--- src/hdl/euler_xyz_vector_rotation_macros.svh ---
// Assertion macros for the Euler XYZ rotation block.
// Included by files that carry concurrent assertions.
`ifndef EULER_XYZ_VECTOR_ROTATION_MACROS_SVH
`define EULER_XYZ_VECTOR_ROTATION_MACROS_SVH
`ifndef SYNTHESIS
`define EXR_ASSERT(label, clk, rst_n, prop) \
  label: assert property (@(posedge clk) disable iff (!rst_n) prop) \
    else $error("assertion failed");
`define EXR_ASSERT_NORST(label, clk, prop) \
  label: assert property (@(posedge clk) prop) else $error("assertion failed");
`else
`define EXR_ASSERT(label, clk, rst_n, prop)
`define EXR_ASSERT_NORST(label, clk, prop)
`endif
`endif

--- src/hdl/exr_pkg.sv ---
// Package for the Euler XYZ rotation block: formats, CORDIC table, helpers.
// No dependencies.
`default_nettype none
package exr_pkg;
  localparam int AngleBits    = 16;
  localparam int CordicStages = 16;
  localparam int NStages      = (CordicStages < 24) ? CordicStages : 24;
  localparam int AW           = 34;  // CORDIC datapath width
  localparam int QW           = 32;  // clamped Q30 values: [-2^30, 2^30]
  localparam logic signed [AW-1:0] Gain = 34'sd652032874;
  localparam logic signed [AW-1:0] OneQ = 34'sd1073741824;

  typedef logic signed [AW-1:0] cw_t;
  typedef logic signed [QW-1:0] q_t;

  typedef struct packed {
    cw_t        x;
    cw_t        y;
    cw_t        z;
    logic       flip;
  } cstate_t;

  function automatic cw_t atan_tab(input int i);
    cw_t r;
    case (i)
      0: r = 34'sd536870912;  1: r = 34'sd316933406;  2: r = 34'sd167458907;
      3: r = 34'sd85004756;   4: r = 34'sd42667331;   5: r = 34'sd21354465;
      6: r = 34'sd10679838;   7: r = 34'sd5340245;    8: r = 34'sd2670163;
      9: r = 34'sd1335087;    10: r = 34'sd667544;    11: r = 34'sd333772;
      12: r = 34'sd166886;    13: r = 34'sd83443;     14: r = 34'sd41722;
      15: r = 34'sd20861;     16: r = 34'sd10430;     17: r = 34'sd5215;
      18: r = 34'sd2608;      19: r = 34'sd1304;      20: r = 34'sd652;
      21: r = 34'sd326;       22: r = 34'sd163;       23: r = 34'sd81;
      default: r = '0;
    endcase
    return r;
  endfunction

  function automatic q_t clamp_one(input logic signed [63:0] v);
    q_t r;
    if (v > 64'sd1073741824) r = 32'sd1073741824;
    else if (v < -64'sd1073741824) r = -32'sd1073741824;
    else r = q_t'(v);
    return r;
  endfunction

  // (a*b + 2^29) >>> 30 on clamped Q30 operands
  function automatic logic signed [33:0] mul_q30(input q_t a, input q_t b);
    logic signed [63:0] p;
    p = 64'(a) * 64'(b) + 64'sd536870912;
    return 34'(p >>> 30);
  endfunction
endpackage
`default_nettype wire

--- src/hdl/exr_cordic_cell.sv ---
// One rotation-mode CORDIC stage for one angle; registered output.
// Depends on exr_pkg.
`default_nettype none
module exr_cordic_cell
  import exr_pkg::*;
(
  input  wire logic       clk_i,
  input  wire logic       en_i,
  input  wire logic [4:0] stage_i,
  input  wire cstate_t    s_i,
  output cstate_t         s_o
);
  cstate_t s_d, s_q;
  cw_t dx, dy;
  // stage_i is tied to a constant per cell, so the shifts reduce to wiring
  always_comb begin
    dx = s_i.y >>> stage_i;
    dy = s_i.x >>> stage_i;
    s_d = s_i;
    if (!s_i.z[AW-1]) begin
      s_d.x = s_i.x - dx; s_d.y = s_i.y + dy; s_d.z = s_i.z - atan_tab(int'(stage_i));
    end else begin
      s_d.x = s_i.x + dx; s_d.y = s_i.y - dy; s_d.z = s_i.z + atan_tab(int'(stage_i));
    end
  end
  always_ff @(posedge clk_i) begin
    if (en_i) s_q <= s_d;
  end
  assign s_o = s_q;
endmodule
`default_nettype wire

--- config.mk ---
export PLATFORM = sky130hd
export DESIGN_NAME = exr_cordic_cell
export DESIGN_NICKNAME = d
export VERILOG_FILES = /design/src/hdl/euler_xyz_vector_rotation_macros.svh /design/src/hdl/exr_pkg.sv /design/src/hdl/exr_cordic_cell.sv
export SDC_FILE = /design/constraint.sdc
export NUM_CORES = 1
export LEC_CHECK = 0
export ABC_AREA = 0
export BUFFER_PORTS_ARGS = -buffer_cell sky130_fd_sc_hd__buf_2
export CORE_ASPECT_RATIO = 1.25
export CORE_MARGIN = 2
export CORE_UTILIZATION = 45
export CTS_BUF_LIST = sky130_fd_sc_hd__clkbuf_16
export CTS_CLUSTER_SIZE = 12
export DETAILED_ROUTE_END_ITERATION = 6
export SLEW_MARGIN = 0
export SYNTH_ARGS = -nofsm -noshare
export SYNTH_HDL_FRONTEND = slang
export SYNTH_SLANG_ARGS = --single-unit
--- constraint.sdc ---
create_clock -name clk_i -period 10.3 [get_ports clk_i]
set_clock_uncertainty 0.2 [all_clocks]
set_input_delay 2.06 -clock clk_i [delete_from_list [all_inputs] [get_ports clk_i]]
set_output_delay 2.06 -clock clk_i [all_outputs]
set_load 0.02 [all_outputs]
==> results of run 1 <==
-- through the flow --
step	worst slack, ns	std cells	total power, mW	hold WS (ns)
after floorplan	2.29	1778	1.72	1.96
after global placement	1.12	2370	2.11	2.04
after detailed placement	0.936	2370	2.11	2.04
after CTS	1.33	2386	2.49	1.64
after global routing	0.751	2387	2.65	1.64
final	1.15	2387	2.50	1.65
-- cells in the final DEF (no fill, tap or decap), types with 25 or more instances in the layout --
cell type                  instances
sky130_fd_sc_hd__xor2_1           65
sky130_fd_sc_hd__edfxtp_1        103
sky130_fd_sc_hd__xnor2_1         108
sky130_fd_sc_hd__nor3_1           38
sky130_fd_sc_hd__mux2i_1          52
sky130_fd_sc_hd__buf_2           208
sky130_fd_sc_hd__a21oi_1         165
sky130_fd_sc_hd__mux4_2           76
sky130_fd_sc_hd__o21ai_0          95
sky130_fd_sc_hd__nor2_1          146
sky130_fd_sc_hd__nor2b_1          26
sky130_fd_sc_hd__nand2_1         117
sky130_fd_sc_hd__ha_1            110
sky130_fd_sc_hd__a21o_1           37
sky130_fd_sc_hd__a31oi_1          25
sky130_fd_sc_hd__mux2_2           44
sky130_fd_sc_hd__inv_1            53
-- report_power, final --
group	switching (mW)	total, mW	internal [mW]
combinational	0.905	1.48	0.572
clock	0.178	0.366	0.188
sequential	0.0241	0.653	0.629
-- path summary, 6_finish.rpt --
kind                   start  endpoint  slack, ns
hold / removal        s_i[0]    s_o[0]       1.65
setup / recovery  stage_i[1]   s_o[33]       1.15
-- worst max-delay path: stages --
cell,delay [ns]
sky130_fd_sc_hd__buf_4,0.39
sky130_fd_sc_hd__clkinv_1,0.73
sky130_fd_sc_hd__ha_1,0.64
sky130_fd_sc_hd__mux2i_1,0.16
sky130_fd_sc_hd__o221ai_1,0.20
sky130_fd_sc_hd__a2111oi_0,0.72
sky130_fd_sc_hd__nand4_1,0.26
sky130_fd_sc_hd__nor2_1,0.27
sky130_fd_sc_hd__a31oi_1,0.24
sky130_fd_sc_hd__xor2_1,0.23
sky130_fd_sc_hd__ha_1,0.39
sky130_fd_sc_hd__a21o_1,0.21
sky130_fd_sc_hd__or3b_1,0.35
sky130_fd_sc_hd__nor4_1,0.38
sky130_fd_sc_hd__a211oi_1,0.20
sky130_fd_sc_hd__a2111oi_0,0.80
sky130_fd_sc_hd__o21ai_1,0.22
sky130_fd_sc_hd__a311o_1,0.31
sky130_fd_sc_hd__a21oi_1,0.18
sky130_fd_sc_hd__xnor2_1,0.08
-- per-layer routing --
layer	part of all wire, %	GRT usage [%]
met5	0	0
met3	8.0	4.84
met2	47	51.3
met1	40	39.6
met4	4.6	14.3
-- cell type report --
class | instances | area [um^2] | area share [%]
Clock inverter | 7 | 71.3 | 0.410
Timing Repair Buffer | 229 | 1200 | 6.92
Sequential cell | 103 | 3090 | 17.8
Antenna cell | 1 | 2.50 | 0.0144
Multi-Input combinational cell | 1515 | 12000 | 69.0
Inverter | 55 | 206 | 1.19
Tap cell | 468 | 586 | 3.37
Clock buffer | 9 | 225 | 1.30
-- cells by family (layout without fill, tap and decap cells) --
group                      count (synthesis)  count (layout)  share of synthesized area [%]
buffers and inverters                    160             300                           4.51
DFF                                      103             103                           19.6
and+or+nand+nor                          484             484                           15.2
muxes                                    175             175                           17.6
AOI/OAI and AO/OA                        570             570                           24.4
xor gates and xnor gates                 173             173                           9.59
other                                      0               1                              0
adders and majority gates                113             113                           9.09
==> impl_results.rst, run 1 <==
.. list-table::
   :header-rows: 1

   * - Metric
     - Value
   * - Outcome
     - complete, but fails checks
   * - Synth cell types
     - 94
   * - Via count
     - 15600
   * - Via count of the first global-routing pass
     - about 15000
   * - Final clock period utilization by the worst path
     - roughly nine tenths
   * - Number of buffers added by the clock tree synthesis step
     - 9
   * - Initial DRC Count
     - 1543
   * - Area share of the largest cell type after synthesis
     - 19.6%
   * - Number of warnings printed during yosys synthesis
     - 0
   * - Synthesized flop and latch total
     - 103
   * - Count of TritonRoute iterations in the first routing pass
     - 7
   * - Die Width
     - 172 um
   * - Placer congestion estimate
     - 1.00
   * - Crit path DAT
     - 9.09 ns
   * - Final number of max-transition violations
     - 0
   * - # H-tree levels
     - 3
   * - Area of the core region
     - 34500 um^2
   * - Die Ht
     - 213 um
   * - Unrepaired setup endpoints after global routing
     - no
   * - IR Drop Worst-Case VDD
     - 0.0000888 V
   * - Total die area
     - about 37000 um^2
   * - Utilization of the core after routing
     - between 50 and 60%
   * - Actual slew at the worst max-slew pin
     - 1.12 ns
   * - Number of top-level design ports
     - 213
   * - Final Hold Vio Count
     - 0
   * - Max-slew headroom at the worst pin
     - 25.6%
   * - Portion of the post-synthesis area used by sequential elements
     - 19.6%
   * - Achievable frequency
     - 0.109 GHz
   * - Final critical delay including setup and external delays
     - 9.15 ns
   * - Final Instance Area
     - 17400 um^2
   * - Number of buffers inserted by port buffering
     - 212
   * - Post-synthesis cell count
     - 1778
   * - Number of flops mapped to enable cells by yosys
     - about 100
   * - Sum of negative setup slack
     - 0 ns
   * - Clock root buffer
     - sky130_fd_sc_hd__clkbuf_16
   * - Layout-stage area growth over the synthesis result
     - 10.1%
   * - Number of fill cells in the layout
     - 3361
   * - First-pass GRT wire length
     - 86.6 mm
   * - Number of antenna violations at the first check in global routing
     - 1
   * - Sort of element at the start of the critical path
     - input port
   * - # Max-Cap Violations
     - 0
   * - Clock sink total
     - around 100
   * - Number of stages on the worst hold path
     - 1
   * - Area of the mapped netlist
     - 15800 um^2
   * - Average instance area after synthesis
     - 8.88 um^2
   * - Synth area leader
     - sky130_fd_sc_hd__edfxtp_1
   * - Largest net degree at the start of global routing
     - 73
   * - CTS tree
     - done
   * - Most common cell in the netlist
     - sky130_fd_sc_hd__a21oi_1
   * - Congestion Overflow GR
     - 0
   * - Req. time, crit path
     - 10.24 ns
   * - Routed vias/inst
     - 6.53
   * - Synthesized netlist net count
     - 2001
   * - Fraction of final layout cells with drive strength greater than 1
     - a little over a fifth
   * - Standby leakage power
     - 6.97 nW
   * - Number of resized instances in the post-cts repair step
     - 0
   * - Residual DRC
     - 12
   * - Wirelength, routed
     - 57.6 mm
   * - Routed length per placed instance
     - 24.1 um
   * - Standard-cell rows
     - 76
   * - Startpoint-to-endpoint class of the critical path
     - in2reg
   * - Setup crit end kind
     - flip-flop
   * - Clk buf depth
     - 2
   * - Top FF cell, synth
     - sky130_fd_sc_hd__edfxtp_1
   * - Hold buffer count at CTS
     - 0
   * - Share of synthesized registers carrying an async set or reset
     - 0%
   * - Class of the tightest hold or removal check
     - in2reg
   * - Placed cell areas
     - 17100 um^2
   * - Count of antenna-violating nets left after detailed routing
     - 0
   * - Starting density of the core
     - a little under half
   * - Buffers inserted by post-CTS timing repair
     - 0
   * - Maximum net fanout on the critical path
     - 38
   * - Total GRT Usage
     - 30.9%
   * - Failing checks
     - DRC
   * - Final-stage net count
     - 2136
   * - Dominant cells by area after synthesis
     - sky130_fd_sc_hd__edfxtp_1 (20%), sky130_fd_sc_hd__mux4_2 (11%), sky130_fd_sc_hd__ha_1 (8.7%)
   * - Flip-flop count of the largest register, all copies and words added
     - 103
   * - Estimated wirelength of the detail-placed design
     - roughly 45 mm
   * - Most frequent cells after synthesis
     - sky130_fd_sc_hd__a21oi_1 (165), sky130_fd_sc_hd__nor2_1 (147), sky130_fd_sc_hd__nand2_1 (117)
   * - Power per Cell Area
     - 144 nW/um^2
   * - Total of endpoints with negative setup slack in the final report
     - 0
   * - Clock transition at the register clock pins on the worst setup and hold paths after CTS
     - 0.08 ns
No activity file was read; power rests on OpenSTA's default activity.
==> run 2, diff against run 1 <==
Settings changed: CORE_UTILIZATION 45 to 25.
==> run 2 against run 1 <==
Clock power up 2%. Worst setup slack improved by 0.18 ns. Final cell count grew 16%. Largest power group unchanged. Wire length rose by 18%. The flow now finishes without violations.
==> impl_results.rst, run 2 (synthesized netlist as in run 1, its figures left out) <==
.. list-table::
   :header-rows: 1

   * - Metric
     - Value
   * - Number of fill cells in the layout
     - 6845 (was 3361)
   * - Die Width
     - 229 um (was 172 um)
   * - Wirelength, routed
     - 67.7 mm (was 57.6 mm)
   * - Req. time, crit path
     - 10.18 ns (was 10.24 ns)
   * - Total GRT Usage
     - 20.3% (was 30.9%)
   * - Setup WS post-layout
     - 1.34 ns (was 1.15 ns)
   * - CP startpoint
     - stage_i[0] (was stage_i[1])
   * - WHS
     - 1.64 ns (was 1.65 ns)
   * - Final clock period utilization by the worst path
     - 87.0% (was 88.8%)
   * - Destination of the critical timing path
     - s_o[58] (was s_o[33])
   * - Count of TritonRoute iterations in the first routing pass
     - 6 (was 7)
   * - CTS tree
     - done (unchanged)
   * - Most frequent cells in the layout
     - sky130_fd_sc_hd__buf_2 (207), sky130_fd_sc_hd__a21oi_1 (165), sky130_fd_sc_hd__nor2_1 (146) (was sky130_fd_sc_hd__buf_2 (208), sky130_fd_sc_hd__a21oi_1 (165), sky130_fd_sc_hd__nor2_1 (146))
   * - Via count
     - 15800 (was 15600)
   * - Fraction of final layout cells with drive strength greater than 1
     - 21.5% (was 21.3%)
   * - Die Ht
     - 285 um (was 213 um)
   * - Placed cell areas
     - 17600 um^2 (was 17100 um^2)
   * - Final Instance Area
     - 17900 um^2 (was 17400 um^2)
   * - IR Drop Worst-Case VDD
     - 0.0000934 V (was 0.0000888 V)
   * - Number of buffers added by the clock tree synthesis step
     - 9 (unchanged)
   * - Final-stage net count
     - 2142 (was 2136)
   * - Commonest non-fill, non-tap cell in the layout
     - sky130_fd_sc_hd__buf_2 (unchanged)
   * - Placer congestion estimate
     - 1.04 (was 1.00)
   * - Sum of negative setup slack
     - 0 ns (unchanged)
   * - Clock transition at the register clock pins on the worst setup and hold paths after CTS
     - 0.07 ns (was 0.08 ns)
   * - Setup crit end kind
     - flip-flop (unchanged)
   * - Non-filler cells in the finished layout
     - 2767 (was 2387)
   * - Unrepaired setup endpoints after global routing
     - no (unchanged)
   * - Sort of element at the start of the critical path
     - input port (unchanged)
   * - Clk buf depth
     - 2 (unchanged)
   * - Congestion Overflow GR
     - 0 (unchanged)
   * - # H-tree levels
     - 3 (unchanged)
   * - Initial DRC Count
     - 1502 (was 1543)
   * - Area of the core region
     - 62900 um^2 (was 34500 um^2)
   * - Actual slew at the worst max-slew pin
     - 1.33 ns (was 1.12 ns)
   * - Routed vias/inst
     - 5.71 (was 6.53)
   * - Via count of the first global-routing pass
     - 15800 (was 14800)
   * - Layout-stage area growth over the synthesis result
     - 13.5% (was 10.1%)
   * - Estimated wirelength of the detail-placed design
     - 53.5 mm (was 44.7 mm)
   * - Startpoint-to-endpoint class of the critical path
     - in2reg (unchanged)
   * - Residual DRC
     - 0 (was 12)
   * - Starting density of the core
     - 25.1% (was 45.8%)
   * - First-pass GRT wire length
     - 101 mm (was 86.6 mm)
   * - Achievable frequency
     - 0.112 GHz (was 0.109 GHz)
   * - Power per Cell Area
     - 142 nW/um^2 (was 144 nW/um^2)
   * - Routed length per placed instance
     - 24.5 um (was 24.1 um)
   * - Count of antenna-violating nets left after detailed routing
     - 0 (unchanged)
   * - Standard-cell rows
     - 103 (was 76)
   * - Clock root buffer
     - sky130_fd_sc_hd__clkbuf_16 (unchanged)
   * - Buffers inserted by post-CTS timing repair
     - 0 (unchanged)
   * - Number of buffers inserted by port buffering
     - 212 (unchanged)
   * - Final number of max-transition violations
     - 0 (unchanged)
   * - Clock sink total
     - 103 (unchanged)
   * - Number of top-level design ports
     - 213 (unchanged)
   * - Outcome
     - finished, final reports clean (was complete, but fails checks)
   * - Standby leakage power
     - 7.01 nW (was 6.97 nW)
   * - Total die area
     - 65200 um^2 (was 36600 um^2)
   * - # Max-Cap Violations
     - 0 (unchanged)
   * - Number of antenna violations at the first check in global routing
     - 9 (was 1)
   * - Post-layout total power
     - 2.55 mW (was 2.50 mW)
   * - Worst setup slack after placement
     - 1.04 ns (was 0.936 ns)
   * - Hold buffer count at CTS
     - 0 (unchanged)
   * - # placed instances
     - 2748 (was 2370)
   * - Largest net degree at the start of global routing
     - 80 (was 73)
   * - Number of resized instances in the post-cts repair step
     - 0 (unchanged)
   * - Crit path DAT
     - 8.85 ns (was 9.09 ns)
   * - Class of the tightest hold or removal check
     - in2reg (unchanged)
   * - Utilization of the core after routing
     - 28.5% (was 50.4%)
   * - Maximum net fanout on the critical path
     - 79 (was 38)
   * - Final critical delay including setup and external delays
     - 8.96 ns (was 9.15 ns)
   * - Flip-flop count of the largest register, all copies and words added
     - 103 (unchanged)
   * - Max-slew headroom at the worst pin
     - 9.32% (was 25.6%)
   * - Total of endpoints with negative setup slack in the final report
     - 0 (unchanged)
   * - Final Hold Vio Count
     - 0 (unchanged)
-- run 2: how the worst min path moves through the flow --
| stage | from | end | depth (start not counted) |
|---|---|---|---|
| finish | s_i[0] | s_o[0] | 1 |
| global route | s_i[0] | s_o[0] | 1 |
| CTS | s_i[0] | s_o[0] | 1 |
| detailed placement | s_i[0] | s_o[0] | 1 |
| global placement | s_i[0] | s_o[0] | 1 |
| floorplan | s_i[0] | s_o[0] | 0 |
-- run 2: area by class of cell --
cell class / instances / area [um^2] / area share, %
antenna: 4 / 10.0 / 0.0558
inverter: 55 / 206 / 1.15
clock inverter: 6 / 70.1 / 0.391
timing repair buffer: 235 / 1260 / 7.04
sequential: 103 / 3090 / 17.3
clock buffer: 9 / 225 / 1.26
multi-input combinational: 1515 / 12000 / 67.0
tap: 840 / 1050 / 5.86
-- run 2: layer usage --
layer  routed length (um)  vias up  share of wire, %  track usage, %
met5                   56        -             0.083               0
met4                 4610       10               6.8            12.9
met3                 4590      218               6.8            3.82
met2                32900      762                49            35.2
met1                25500     7643                38            23.0
li1                     -     7168                 -               -
-- run 2: critical path, stage by stage --
cell	delay, ns
sky130_fd_sc_hd__buf_6	0.62
sky130_fd_sc_hd__buf_4	0.75
sky130_fd_sc_hd__mux4_2	0.61
sky130_fd_sc_hd__mux2i_1	0.42
sky130_fd_sc_hd__o221a_2	0.26
sky130_fd_sc_hd__o211a_1	0.23
sky130_fd_sc_hd__inv_1	0.11
sky130_fd_sc_hd__nor4b_2	0.36
sky130_fd_sc_hd__nand2_1	0.23
sky130_fd_sc_hd__nor2_1	0.28
sky130_fd_sc_hd__nor2_1	0.08
sky130_fd_sc_hd__xnor2_1	0.15
sky130_fd_sc_hd__ha_1	0.38
sky130_fd_sc_hd__nand3_1	0.13
sky130_fd_sc_hd__a2111oi_0	0.84
sky130_fd_sc_hd__o21ai_0	0.27
sky130_fd_sc_hd__a21boi_0	0.30
sky130_fd_sc_hd__o21ai_0	0.19
sky130_fd_sc_hd__a21oi_1	0.24
sky130_fd_sc_hd__o311ai_0	0.23
-- run 2: report_power, final --
part / internal, mW / switching [mW] / leakage, nW
Combinational: 0.575 / 0.941 / 5.86
Clock: 0.189 / 0.184 / 0.140
Sequential: 0.630 / 0.0314 / 1.01
Total: 1.39 / 1.16 / 7.01
==> run 3, diff against run 2 <==
==> constraint.sdc (replaced) <==
create_clock -name clk_i -period 10.3 [get_ports clk_i]
set_clock_uncertainty 0.2 [all_clocks]
set_input_delay 1.03 -clock clk_i [delete_from_list [all_inputs] [get_ports clk_i]]
set_output_delay 1.03 -clock clk_i [all_outputs]
set_load 0.02 [all_outputs]
==> run 3 against run 2 <==
Global-route usage is 0.20 points lower. Fmax is 13% higher. Critical path type unchanged. Largest cell class unchanged. Non-clock buffer count is 4 lower. Total power is 1.1% lower. Cell area is 0.32% lower.
==> impl_results.rst, run 3 (synthesized netlist as in run 1, its figures left out) <==
.. list-table::
   :header-rows: 1

   * - Metric
     - Value
   * - Outcome
     - finished, final reports clean (unchanged)
   * - Number of buffers inserted by port buffering
     - 212 (unchanged)
   * - Hold path startpoint
     - s_i[0] (unchanged)
   * - Clock root buffer
     - sky130_fd_sc_hd__clkbuf_16 (unchanged)
   * - Setup crit end kind
     - flip-flop (unchanged)
   * - Commonest non-fill, non-tap cell in the layout
     - sky130_fd_sc_hd__buf_2 (unchanged)
   * - CTS tree
     - done (unchanged)
   * - Switching Fraction
     - 45.8% (was 45.3%)
   * - Delay of the slowest cell on the worst path
     - 0.74 ns (was 0.84 ns)
   * - Sequential cell fraction of total power
     - 26.2% (was 25.9%)
   * - CP startpoint
     - stage_i[0] (unchanged)
   * - Req. time, crit path
     - 10.25 ns (was 10.18 ns)
   * - Count of TritonRoute iterations in the first routing pass
     - 6 (unchanged)
   * - Setup WS post-layout
     - 2.35 ns (was 1.34 ns)
   * - Number of top-level design ports
     - 213 (unchanged)
   * - Buffers inserted by post-CTS timing repair
     - 0 (unchanged)
   * - Number of antenna violations at the first check in global routing
     - 11 (was 9)
   * - Fraction of final layout cells with drive strength greater than 1
     - 21.3% (was 21.5%)
   * - Crit path DAT
     - 7.90 ns (was 8.85 ns)
   * - Final clock period utilization by the worst path
     - 77.2% (was 87.0%)
   * - Hold buffer count at CTS
     - 0 (unchanged)
   * - Clock sink total
     - 103 (unchanged)
   * - Sequential cell area
     - 3090 um^2 (unchanged)
   * - Count of buffering cells on the critical path with inverters included
     - 2 (was 3)
   * - Maximum net fanout on the critical path
     - 72 (was 79)
   * - Number of resized instances in the post-cts repair step
     - 0 (unchanged)
   * - Final Hold Vio Count
     - 0 (unchanged)
   * - Die Ht
     - 285 um (unchanged)
   * - Sort of element at the start of the critical path
     - input port (unchanged)
   * - Largest net degree at the start of global routing
     - 73 (was 80)
   * - # H-tree levels
     - 3 (unchanged)
   * - Count of antenna-violating nets left after detailed routing
     - 0 (unchanged)
   * - Unrepaired setup endpoints after global routing
     - no (unchanged)
   * - Standard cell with the maximum stage delay on the critical path
     - sky130_fd_sc_hd__a2111oi_0 (unchanged)
   * - Routed vias/inst
     - 5.73 (was 5.71)
   * - Clock transition at the register clock pins on the worst setup and hold paths after CTS
     - 0.08 ns (was 0.07 ns)
   * - Total die area
     - 65200 um^2 (unchanged)
   * - Most frequent cells in the layout
     - sky130_fd_sc_hd__buf_2 (207), sky130_fd_sc_hd__a21oi_1 (165), sky130_fd_sc_hd__nor2_1 (146) (unchanged)
   * - Via count
     - 15800 (about the same)
   * - Sw Pwr
     - 1.15 mW (was 1.16 mW)
   * - WHS
     - 0.622 ns (was 1.64 ns)
   * - Routed length per placed instance
     - 24.4 um (was 24.5 um)
   * - Final-stage net count
     - 2138 (was 2142)
   * - Power per Cell Area
     - 141 nW/um^2 (was 142 nW/um^2)
   * - Sink of the worst hold path
     - s_o[0] (unchanged)
   * - IR Drop Worst-Case VDD
     - 0.0000973 V (was 0.0000934 V)
   * - Sum of negative setup slack
     - 0 ns (unchanged)
   * - Startpoint-to-endpoint class of the critical path
     - in2reg (unchanged)
   * - Standby leakage power
     - 6.98 nW (was 7.01 nW)
   * - # Max-Cap Violations
     - 0 (unchanged)
   * - Cell class contributing the biggest share of worst-path delay
     - compound AO/OA/AOI/OAI gates (unchanged)
   * - Gate power share
     - 60.1% (was 59.5%)
   * - Total of endpoints with negative setup slack in the final report
     - 0 (unchanged)
   * - Final number of max-transition violations
     - 0 (unchanged)
   * - Wirelength, routed
     - 67.5 mm (was 67.7 mm)
   * - Number of buffers added by the clock tree synthesis step
     - 9 (unchanged)
   * - Actual slew at the worst max-slew pin
     - 1.23 ns (was 1.33 ns)
   * - Flip-flop count of the largest register, all copies and words added
     - 103 (unchanged)
   * - Area of the core region
     - 62900 um^2 (unchanged)
   * - Starting density of the core
     - 25.1% (unchanged)
   * - Achievable frequency
     - 0.126 GHz (was 0.112 GHz)
   * - Placer congestion estimate
     - 1.04 (about the same)
   * - Standard-cell rows
     - 103 (unchanged)
   * - Number of fill cells in the layout
     - 6745 (was 6845)
   * - Chain of cells forming the critical path
     - buf_6 -> inv_1 -> ha_1 -> mux2i_1 -> o221ai_1 -> a2111oi_0 -> nand4_1 -> nor2_1 -> a31oi_1 -> xor2_1 -> ha_1 -> a21o_1 -> or3b_1 -> nor4_1 -> a211oi_1 -> a2111oi_0 -> o21ai_1 -> a311o_1 -> a21oi_1 -> xnor2_1 (was buf_6 -> buf_4 -> mux4_2 -> mux2i_1 -> o221a_2 -> o211a_1 -> inv_1 -> nor4b_2 -> nand2_1 -> nor2_1 -> nor2_1 -> xnor2_1 -> ha_1 -> nand3_1 -> a2111oi_0 -> o21ai_0 -> a21boi_0 -> o21ai_0 -> a21oi_1 -> o311ai_0)
   * - Number of stages on the worst hold path
     - 1 (unchanged)
   * - Multi-input logic area
     - 12000 um^2 (unchanged)
   * - Total GRT Usage
     - 20.1% (was 20.3%)
   * - Worst setup slack after placement
     - 2.04 ns (was 1.04 ns)
   * - Die Width
     - 229 um (unchanged)
   * - Via count of the first global-routing pass
     - 15800 (about the same)
   * - Residual DRC
     - 0 (unchanged)
   * - Max-slew headroom at the worst pin
     - 17.8% (was 9.32%)
   * - Internal power
     - 1.37 mW (was 1.39 mW)
   * - Layout-stage area growth over the synthesis result
     - 13.1% (was 13.5%)
   * - Class of the tightest hold or removal check
     - in2reg (unchanged)
   * - Final critical delay including setup and external delays
     - 7.95 ns (was 8.96 ns)
   * - Congestion Overflow GR
     - 0 (unchanged)
   * - Estimated wirelength of the detail-placed design
     - 53.2 mm (was 53.5 mm)
   * - Initial DRC Count
     - 1389 (was 1502)
   * - Clk buf depth
     - 2 (unchanged)
   * - Share of total power in the clock network
     - 13.7% (was 14.6%)
   * - First-pass GRT wire length
     - 99.8 mm (was 101 mm)
[run 3: cell count changes in the layout (fill, tap and decap cells not counted)]
| cell | change |
|---|---|
| sky130_fd_sc_hd__inv_1 | +1 |
| sky130_fd_sc_hd__diode_2 | +3 |
| sky130_fd_sc_hd__buf_12 | -1 |
| sky130_fd_sc_hd__bufinv_16 | -1 |
| sky130_fd_sc_hd__buf_4 | -3 |
| sky130_fd_sc_hd__clkinv_1 | +1 |
[run 3: stage by stage]
stage | power [mW] | utilization, % | cells | instance area [um^2]
global route | 2.69 | 28.4 | 2766 | 17900
detailed placement | 2.17 | 27.9 | 2744 | 17600
global placement | 2.16 | 27.9 | 2744 | 17600
CTS | 2.54 | 28.4 | 2760 | 17800
finish | 2.52 | 28.4 | 2767 | 17900
floorplan | 1.72 | - | 1778 | 15800
[run 3: how the worst max path moves through the flow]
stage	endpoint	cells past startpoint
3_5_place_dp	s_o[33]	20
2_1_floorplan	s_o[34]	26
5_1_grt	s_o[33]	20
6_report	s_o[33]	20
4_1_cts	s_o[33]	20
3_3_place_gp	s_o[33]	20
[run 3: power by group through the flow]
stage          Combinational, mW  Clock, mW  Sequential, mW
2_1_floorplan              0.896          0           0.821
3_3_place_gp                1.49          0           0.674
3_5_place_dp                1.50          0           0.673
4_1_cts                     1.51      0.366           0.665
5_1_grt                     1.64      0.378           0.675
6_report                    1.52      0.345           0.661
[run 3: final cells by class]
type | instances | area share (%)
diodes | 7 | 0.0980
clock buffers | 9 | 1.26
clock inverters | 7 | 0.266
inverters | 55 | 1.16
multi-input cells | 1515 | 67.2
flip-flops and latches | 103 | 17.3
well taps | 840 | 5.88
repair buffers | 231 | 6.83
[run 3: routing by layer]
metal | part of all wire (%) | up-vias | GRT usage [%]
met3 | 6.4 | 203 | 3.65
met1 | 38 | 7730 | 22.8
met2 | 48 | 770 | 34.6
met4 | 7.0 | 6 | 13.5
li1 | - | 7137 | -
met5 | 0.050 | - | 0
